--- src/design/pal_pkg.sv ---
// shared types and constants for the positional array list
// no dependencies
package pal_pkg;

	localparam int CAPACITY = 128;
	localparam int ADDR_W = $clog2(CAPACITY);
	localparam int CNT_W = 8;
	localparam int DATA_W = 32;

	localparam logic [1:0] MODE_INSERT = 2'd0;
	localparam logic [1:0] MODE_DELETE = 2'd1;
	localparam logic [1:0] MODE_RETRIEVE = 2'd2;
	localparam logic [1:0] MODE_LOCATE = 2'd3;

	localparam logic [1:0] STAT_OK = 2'd0;
	localparam logic [1:0] STAT_FULL = 2'd1;
	localparam logic [1:0] STAT_BADPOS = 2'd2;
	localparam logic [1:0] STAT_EMPTY = 2'd3;

	typedef struct packed {
		logic [1:0] mode;
		logic [CNT_W-1:0] position;
		logic signed [DATA_W-1:0] value;
	} req_t;

	typedef struct packed {
		logic signed [DATA_W-1:0] read_value;
		logic [CNT_W-1:0] found_position;
		logic [1:0] status;
		logic [CNT_W-1:0] length;
	} rsp_t;

	typedef struct packed {
		logic load;
		logic rd;
		logic wr;
		logic fill;
		logic emit;
	} pal_cmd_t;

	typedef struct packed {
		logic ok;
		logic more;
		logic fill;
	} pal_stat_t;

	typedef enum logic [5:0] {
		ST_IDLE = 6'b000001,
		ST_DECIDE = 6'b000010,
		ST_READ = 6'b000100,
		ST_WRITE = 6'b001000,
		ST_FILL = 6'b010000,
		ST_RESULT = 6'b100000
	} pal_state_t;

endpackage

--- src/design/pal_ctrl.sv ---
// sequencer for the positional array list: handshakes and step order
// depends on pal_pkg
module pal_ctrl import pal_pkg::*; (
	input logic clk,
	input logic arst_n,
	input logic in_valid,
	output logic in_ready,
	output logic out_valid,
	input logic out_ready,
	input pal_stat_t stat,
	output pal_cmd_t cmd
);

	pal_state_t state_q, state_d;
	logic out_valid_q;

	always_comb begin
		state_d = state_q;
		cmd = '0;
		case (state_q)
			ST_IDLE: begin
				if (in_valid) begin
					cmd.load = 1'b1;
					state_d = ST_DECIDE;
				end
			end
			ST_DECIDE: begin
				if (stat.ok && stat.more) begin
					state_d = ST_READ;
				end else if (stat.ok && stat.fill) begin
					state_d = ST_FILL;
				end else begin
					state_d = ST_RESULT;
				end
			end
			ST_READ: begin
				cmd.rd = 1'b1;
				state_d = ST_WRITE;
			end
			ST_WRITE: begin
				cmd.wr = 1'b1;
				state_d = ST_DECIDE;
			end
			ST_FILL: begin
				cmd.fill = 1'b1;
				state_d = ST_RESULT;
			end
			ST_RESULT: begin
				if (!out_valid_q || out_ready) begin
					cmd.emit = 1'b1;
					state_d = ST_IDLE;
				end
			end
			default: begin
				state_d = ST_IDLE;
			end
		endcase
	end

	always_ff @(posedge clk or negedge arst_n) begin
		if (!arst_n) begin
			state_q <= ST_IDLE;
			out_valid_q <= 1'b0;
		end else begin
			state_q <= state_d;
			if (cmd.emit) begin
				out_valid_q <= 1'b1;
			end else if (out_ready) begin
				out_valid_q <= 1'b0;
			end
		end
	end

	assign in_ready = (state_q == ST_IDLE);
	assign out_valid = out_valid_q;

endmodule

--- config.mk ---
export PLATFORM = sky130hd
export DESIGN_NAME = pal_ctrl
export DESIGN_NICKNAME = d
export VERILOG_FILES = /design/src/design/pal_pkg.sv /design/src/design/pal_ctrl.sv
export SDC_FILE = /design/constraint.sdc
export NUM_CORES = 1
export LEC_CHECK = 0
export ABC_CLOCK_PERIOD_IN_PS = 1800
export BUFFER_PORTS_ARGS = -buffer_cell sky130_fd_sc_hd__buf_4
export CAP_MARGIN = 20
export CORE_AREA = 3 3 40 42
export DETAILED_ROUTE_END_ITERATION = 10
export DIE_AREA = 0 0 43 45
export PLACE_DENSITY = 0.62
export SETUP_SLACK_MARGIN = 0.2
export SLEW_MARGIN = 25
export SYNTH_ARGS = -nofsm -noshare
export SYNTH_HDL_FRONTEND = slang
export SYNTH_SLANG_ARGS = --single-unit
--- constraint.sdc ---
create_clock -name clk -period 1.8 [get_ports clk]
set_input_delay 0.09 -clock clk [delete_from_list [all_inputs] [get_ports clk]]
set_output_delay 0.09 -clock clk [all_outputs]
set_load 0.01 [all_outputs]
==> flow_metrics.tcl, run 1 <==
set metrics [dict create \
    power.density_mw_per_mm2 1080 \
    clk_pin_slew_ns 0.05 \
    dr.pass1.iters 4 \
    place_inst 75 \
    synth_seq_area_share_pct 39.7 \
    root_buffer "clkbuf_4" \
    num_antenna_cells 0 \
    maxCapViolCount 0 \
    final_util_pct 48.0 \
    clock_sinks 7 \
    cts_buffer_depth 2 \
    synthToLayoutAreaGrowth_pct 38.9 \
    skew_ns 0.000532 \
    final_cells 81 \
    grt_overflow 0 \
    place_hpwl_um 698 \
    period_minus_slack_ns 1.87 \
    synth-xor-area-share_pct 1.97 \
    worst_slack_ns -0.0735 \
    worst_setup_path_start_kind "register" \
    ant_nets 0 \
    yosys.area_share.simple_pct 34.9 \
    drtIter0Drc 2 \
    rsz0062_at_grt "true" \
    synth.ff_latch_count 7 \
    cts_max_level 1 \
    tightestPinTransition_ns 0.472 \
    yosys.area.top_type_share_pct 33.8 \
    synth_top_family_by_area "simple AND/OR/NAND/NOR gates" \
    ys_warn_count 0 \
    slew-limit-headroom_pct 67.7 \
    core_area_mm2 0.00128 \
    drive_gt1_share_pct 42.4 \
    cts_tree "built" \
    die_width_um 43 \
    io_pins 14 \
    num_rows 13 \
    seq_area_um2 176 \
    synth_edf_count 0 \
    die_y_um 45 \
    detail_route.wl_per_cell_um 10.9 \
    maxSlewViolCount 0 \
    fillers 130 \
    peakVddDrop_mv 0.561 \
    port_buffers 13 \
    cts_buffers 3 \
    gp_congestion 0.754 \
    synth_area_leaders "dfrtp_1 34%, nor4b_1 7.9%, dfstp_2 5.9%" \
    synth_nets 54 \
    multi_input_area_um2 239 \
    final_hold_viol_count 0 \
    synthMuxAreaShare_pct 0 \
    period_share_pct 104 \
    final_nets 74 \
    synth_compound_area_share_pct 14.1 \
    synth_most_common_cell "dfrtp_1" \
    hold_slack_ns 0.0197 \
    setup_viol 1 \
    start_util_pct 34.6 \
    drc 0 \
    yosys.area.top_type "dfrtp_1" \
    clock_latency_ns 0.24 \
    p_leak_nw 0.289 \
    netlist_area_um2 444 \
    avgSynthCellArea_um2 9.45 \
    fin_setup_tns_ns -0.0735 \
    die_area_mm2 0.00194 \
    wl_um 882 \
    vias 393 \
    grt_max_degree 10 \
    synth_common_cells "6 x dfrtp_1, 5 x inv_1, 4 x nor4b_1" \
    syn_inst 47 \
    grt_pass1_wl_mm 1.41 \
    hold_class "in -> reg" \
    path_max_fanout 5 \
    outcome "complete, but fails checks" \
    critPathKind "reg -> out" \
    synthArstFlopShare_pct 100 \
    max_freq_ghz 0.534 \
    antenna_found_initial 0 \
    synth_flop_cell "dfrtp_1" \
    synthDistinctLibCells 31 \
    synth_fa_ha_area_share_pct 0 \
    arrival_ns 1.78 \
    crit_path_end_kind "output pin" \
    globalRouteTotalUtil_pct 9.75 \
    via_per_inst 4.85 \
    failed_checks "setup timing" \
    grt_pass1_vias 352 \
    required_ns 1.71 \
]
final timing paths:
path,to,from,cells after the start,slack [ns]
hold reg to reg,out_valid,out_valid,2,0.58
max in group asynchronous,state_q[0],arst_n,2,1.40
setup / recovery,cmd[0],state_q[0],4,-0.07
min in group asynchronous,out_valid,arst_n,2,0.20
setup reg to reg,out_valid,state_q[0],3,0.30
hold / removal,state_q[4],stat[1],2,0.02
cell families (layout without fill, tap and decap cells):
group / after synthesis / in the layout
buffers and inverters: 8 / 27
flip-flops: 7 / 7
AO/OA/AOI/OAI: 9 / 9
XOR/XNOR: 1 / 1
AND/OR/NAND/NOR: 22 / 22
where the power goes:
part	switching [mW]	internal (mW)
Combinational	0.135	0.176
Sequential	0.0273	0.196
Clock	0.0471	0.0839
Total	0.209	0.456
critical path, cell delays in order, from the launching register on:
cell and delay, ns:
dfstp_2 0.38, or4_4 0.54, or3b_4 0.39, a21oi_2 0.11, buf_4 0.13
sequential cells by signal (all words and copies together), names as in the netlist:
signal     flops
state_q        6
out_valid      1
final cells by class:
class | instances | share of cell area (%)
sequential | 7 | 28.6
timing repair buffer | 18 | 22.3
inverter | 5 | 3.04
tap | 15 | 3.04
clock buffer | 4 | 4.26
multi-input combinational | 32 | 38.7
metrics by stage:
step | cell area [um2] | setup slack (ns) | power, mW
after detailed placement | 561 | 0.168 | 0.509
after global routing | 617 | -0.139 | 0.716
after CTS | 604 | -0.0749 | 0.663
after floorplan | 444 | 0.214 | 0.409
after global placement | 561 | 0.175 | 0.510
final | 617 | -0.0735 | 0.666
placed cells by master (no fill, tap or decap), drive strengths merged, types with 2 or more instances in the layout:
master  instances
a21oi           3
buf            17
clkbuf          4
dfrtp           6
inv             5
nand2b          2
nor2            3
nor4b           4
o21ai           2
per-layer routing:
layer / wire length, um / up-vias / GRT usage (%)
met5: 0 / - / 0
met4: 0 / 0 / 7.23
met1: 435 / 179 / 13.1
met3: 40 / 0 / 1.20
met2: 406 / 7 / 14.4
li1: - / 207 / -
timing repair:
action | 4_1_cts | 5_1_grt
pin swaps | 0 | 0
gates resized for setup | 0 | 2
buffers inserted | 1 | 0
endpoints found under the hold margin | 7 | 0
hold buffers | 1 | 0
endpoints found under the setup margin | 3 | 4
Note: power is estimated with default switching activity, not from simulation.
==> run 2: changes to the inputs <==
Settings changed: PLACE_DENSITY 0.62 to 0.52.
==> run 2 against run 1 <==
  * Non-clock buffer count is 5 higher
  * Critical path depth stayed put
  * The flow still finishes with violations (setup timing)
  * Critical path type unchanged
  * Die area stayed put
  * Setup slack better by 0.013 ns
==> flow_metrics.tcl, run 2 (same netlist as run 1, synthesis figures left out) <==
set metrics [dict create \
    layout_commonest_cell "buf_4" \
    core_area_mm2 0.00128 \
    regMostFlops "state_q" \
    outcome "complete, but fails checks" \
    rsz0062_at_grt "true" \
    clock_latency_ns 0.24 \
    cts_max_level 1 \
    hold_start "out_ready" \
    critPathKind "reg -> out" \
    worstHoldEndpoint "out_valid" \
    tightestPinTransition_ns 0.347 \
    crit_path_end_kind "output pin" \
    synthToLayoutAreaGrowth_pct 53.5 \
    maxSlewViolCount 0 \
    clk_pin_slew_ns 0.05 \
    ff2ff_setup_slack_ns 0.34 \
    period_share_pct 103 \
    largest_register_ffs 6 \
    path_max_fanout 3 \
    place_hpwl_um 700 \
    detail_route.wl_per_cell_um 10.8 \
    cts_tree "built" \
    required_ns 1.71 \
    r2r_end "out_valid" \
    cts_buffer_depth 2 \
    holdPathStages 2 \
    failed_checks "setup timing" \
    arrival_ns 1.77 \
    final_cells 86 \
    wl_um 927 \
    peakVddDrop_mv 0.618 \
    dr.pass1.iters 2 \
    grt_pass1_wl_mm 1.51 \
    maxCapViolCount 0 \
    globalRouteTotalUtil_pct 10.3 \
    root_buffer "clkbuf_4" \
    final_cell_mix "20 x buf_4, 6 x dfrtp_1, 5 x inv_1" \
    drtIter0Drc 5 \
    grt_max_degree 10 \
    slew-limit-headroom_pct 76.3 \
    start_util_pct 34.6 \
    p_leak_nw 0.329 \
    period_minus_slack_ns 1.86 \
    place_inst 76 \
    gp_congestion 0.756 \
    grt_overflow 0 \
    die_area_mm2 0.00194 \
    fin_setup_tns_ns -0.0607 \
    drc 0 \
    hold_class "in -> reg" \
    max_freq_ghz 0.537 \
    io_pins 14 \
    skew_ns 0.00149 \
    worst_slack_ns -0.0607 \
    grt_pass1_vias 386 \
    via_per_inst 4.84 \
    clock_sinks 7 \
    r2r-start "state_q[1]" \
    die_y_um 45 \
    die_width_um 43 \
    final_hold_viol_count 0 \
    drive_gt1_share_pct 49.3 \
    num_antenna_cells 0 \
    num_rows 13 \
    setup_viol 1 \
    cts_buffers 3 \
    rr_worst_depth 3 \
    vias 416 \
    ant_nets 0 \
    final_nets 79 \
    antenna_found_initial 0 \
    power.density_mw_per_mm2 1180 \
    pre_cts_ws_ns 0.154 \
    port_buffers 13 \
    hold_slack_ns 0.0401 \
    worst_setup_path_start_kind "register" \
]
[run 2: changes by cell type in the layout (fill, tap and decap cells not counted), sizes merged]
cell and change:
buf +4, dlygate4sd3 +1
[run 2: final cells by class]
class / instances / area, um2
Inverter: 5 / 18.8
Multi-Input combinational cell: 32 / 260
Clock buffer: 4 / 26.3
Fill cell: 121 / 603
Sequential cell: 7 / 176
Tap cell: 15 / 18.8
Timing Repair Buffer: 23 / 181
[run 2: how the worst max path moves through the flow]
stage / start / slack, ns / cells after the start / to
detailed placement: state_q[0] / 0.15 / 4 / cmd[0]
CTS: state_q[1] / -0.08 / 4 / cmd[0]
global route: state_q[1] / -0.13 / 4 / cmd[0]
finish: state_q[1] / -0.06 / 4 / cmd[0]
global placement: state_q[0] / 0.17 / 4 / cmd[0]
floorplan: state_q[2] / 0.21 / 4 / cmd[0]
[run 2: worst max-delay path: stages (launching register included)]
cell	delay, ns
dfrtp_1	0.38
or4_4	0.52
or3b_4	0.39
a21oi_2	0.11
buf_4	0.12
[run 2: what timing repair did]
action	CTS	global route
hold buffers	1	1
endpoints found under the setup margin	2	4
setup buffers	2	2
resized for setup	3	5
hold endpoints to repair	7	1
pin swaps	0	1
[run 2: power breakdown]
part	switching, mW	internal, mW
combinational	0.171	0.279
clock	0.0542	0.0844
sequential	0.0190	0.195
[run 2: layer usage]
| metal | GRT usage [%] | vias up | wire [um] |
|---|---|---|---|
| met4 | 0 | 0 | 0 |
| met3 | 4.78 | 0 | 52 |
| met2 | 16.8 | 10 | 438 |
| li1 | - | 216 | - |
| met5 | 0 | - | 0 |
| met1 | 13.4 | 190 | 435 |
[run 2: through the flow]
step	utilization, %	area [um2]	total power [mW]
final	53.1	682	0.803
after detailed placement	44.2	568	0.528
after global routing	53.1	682	0.872
after CTS	49.6	637	0.739
after floorplan	-	444	0.409
after global placement	44.2	568	0.533
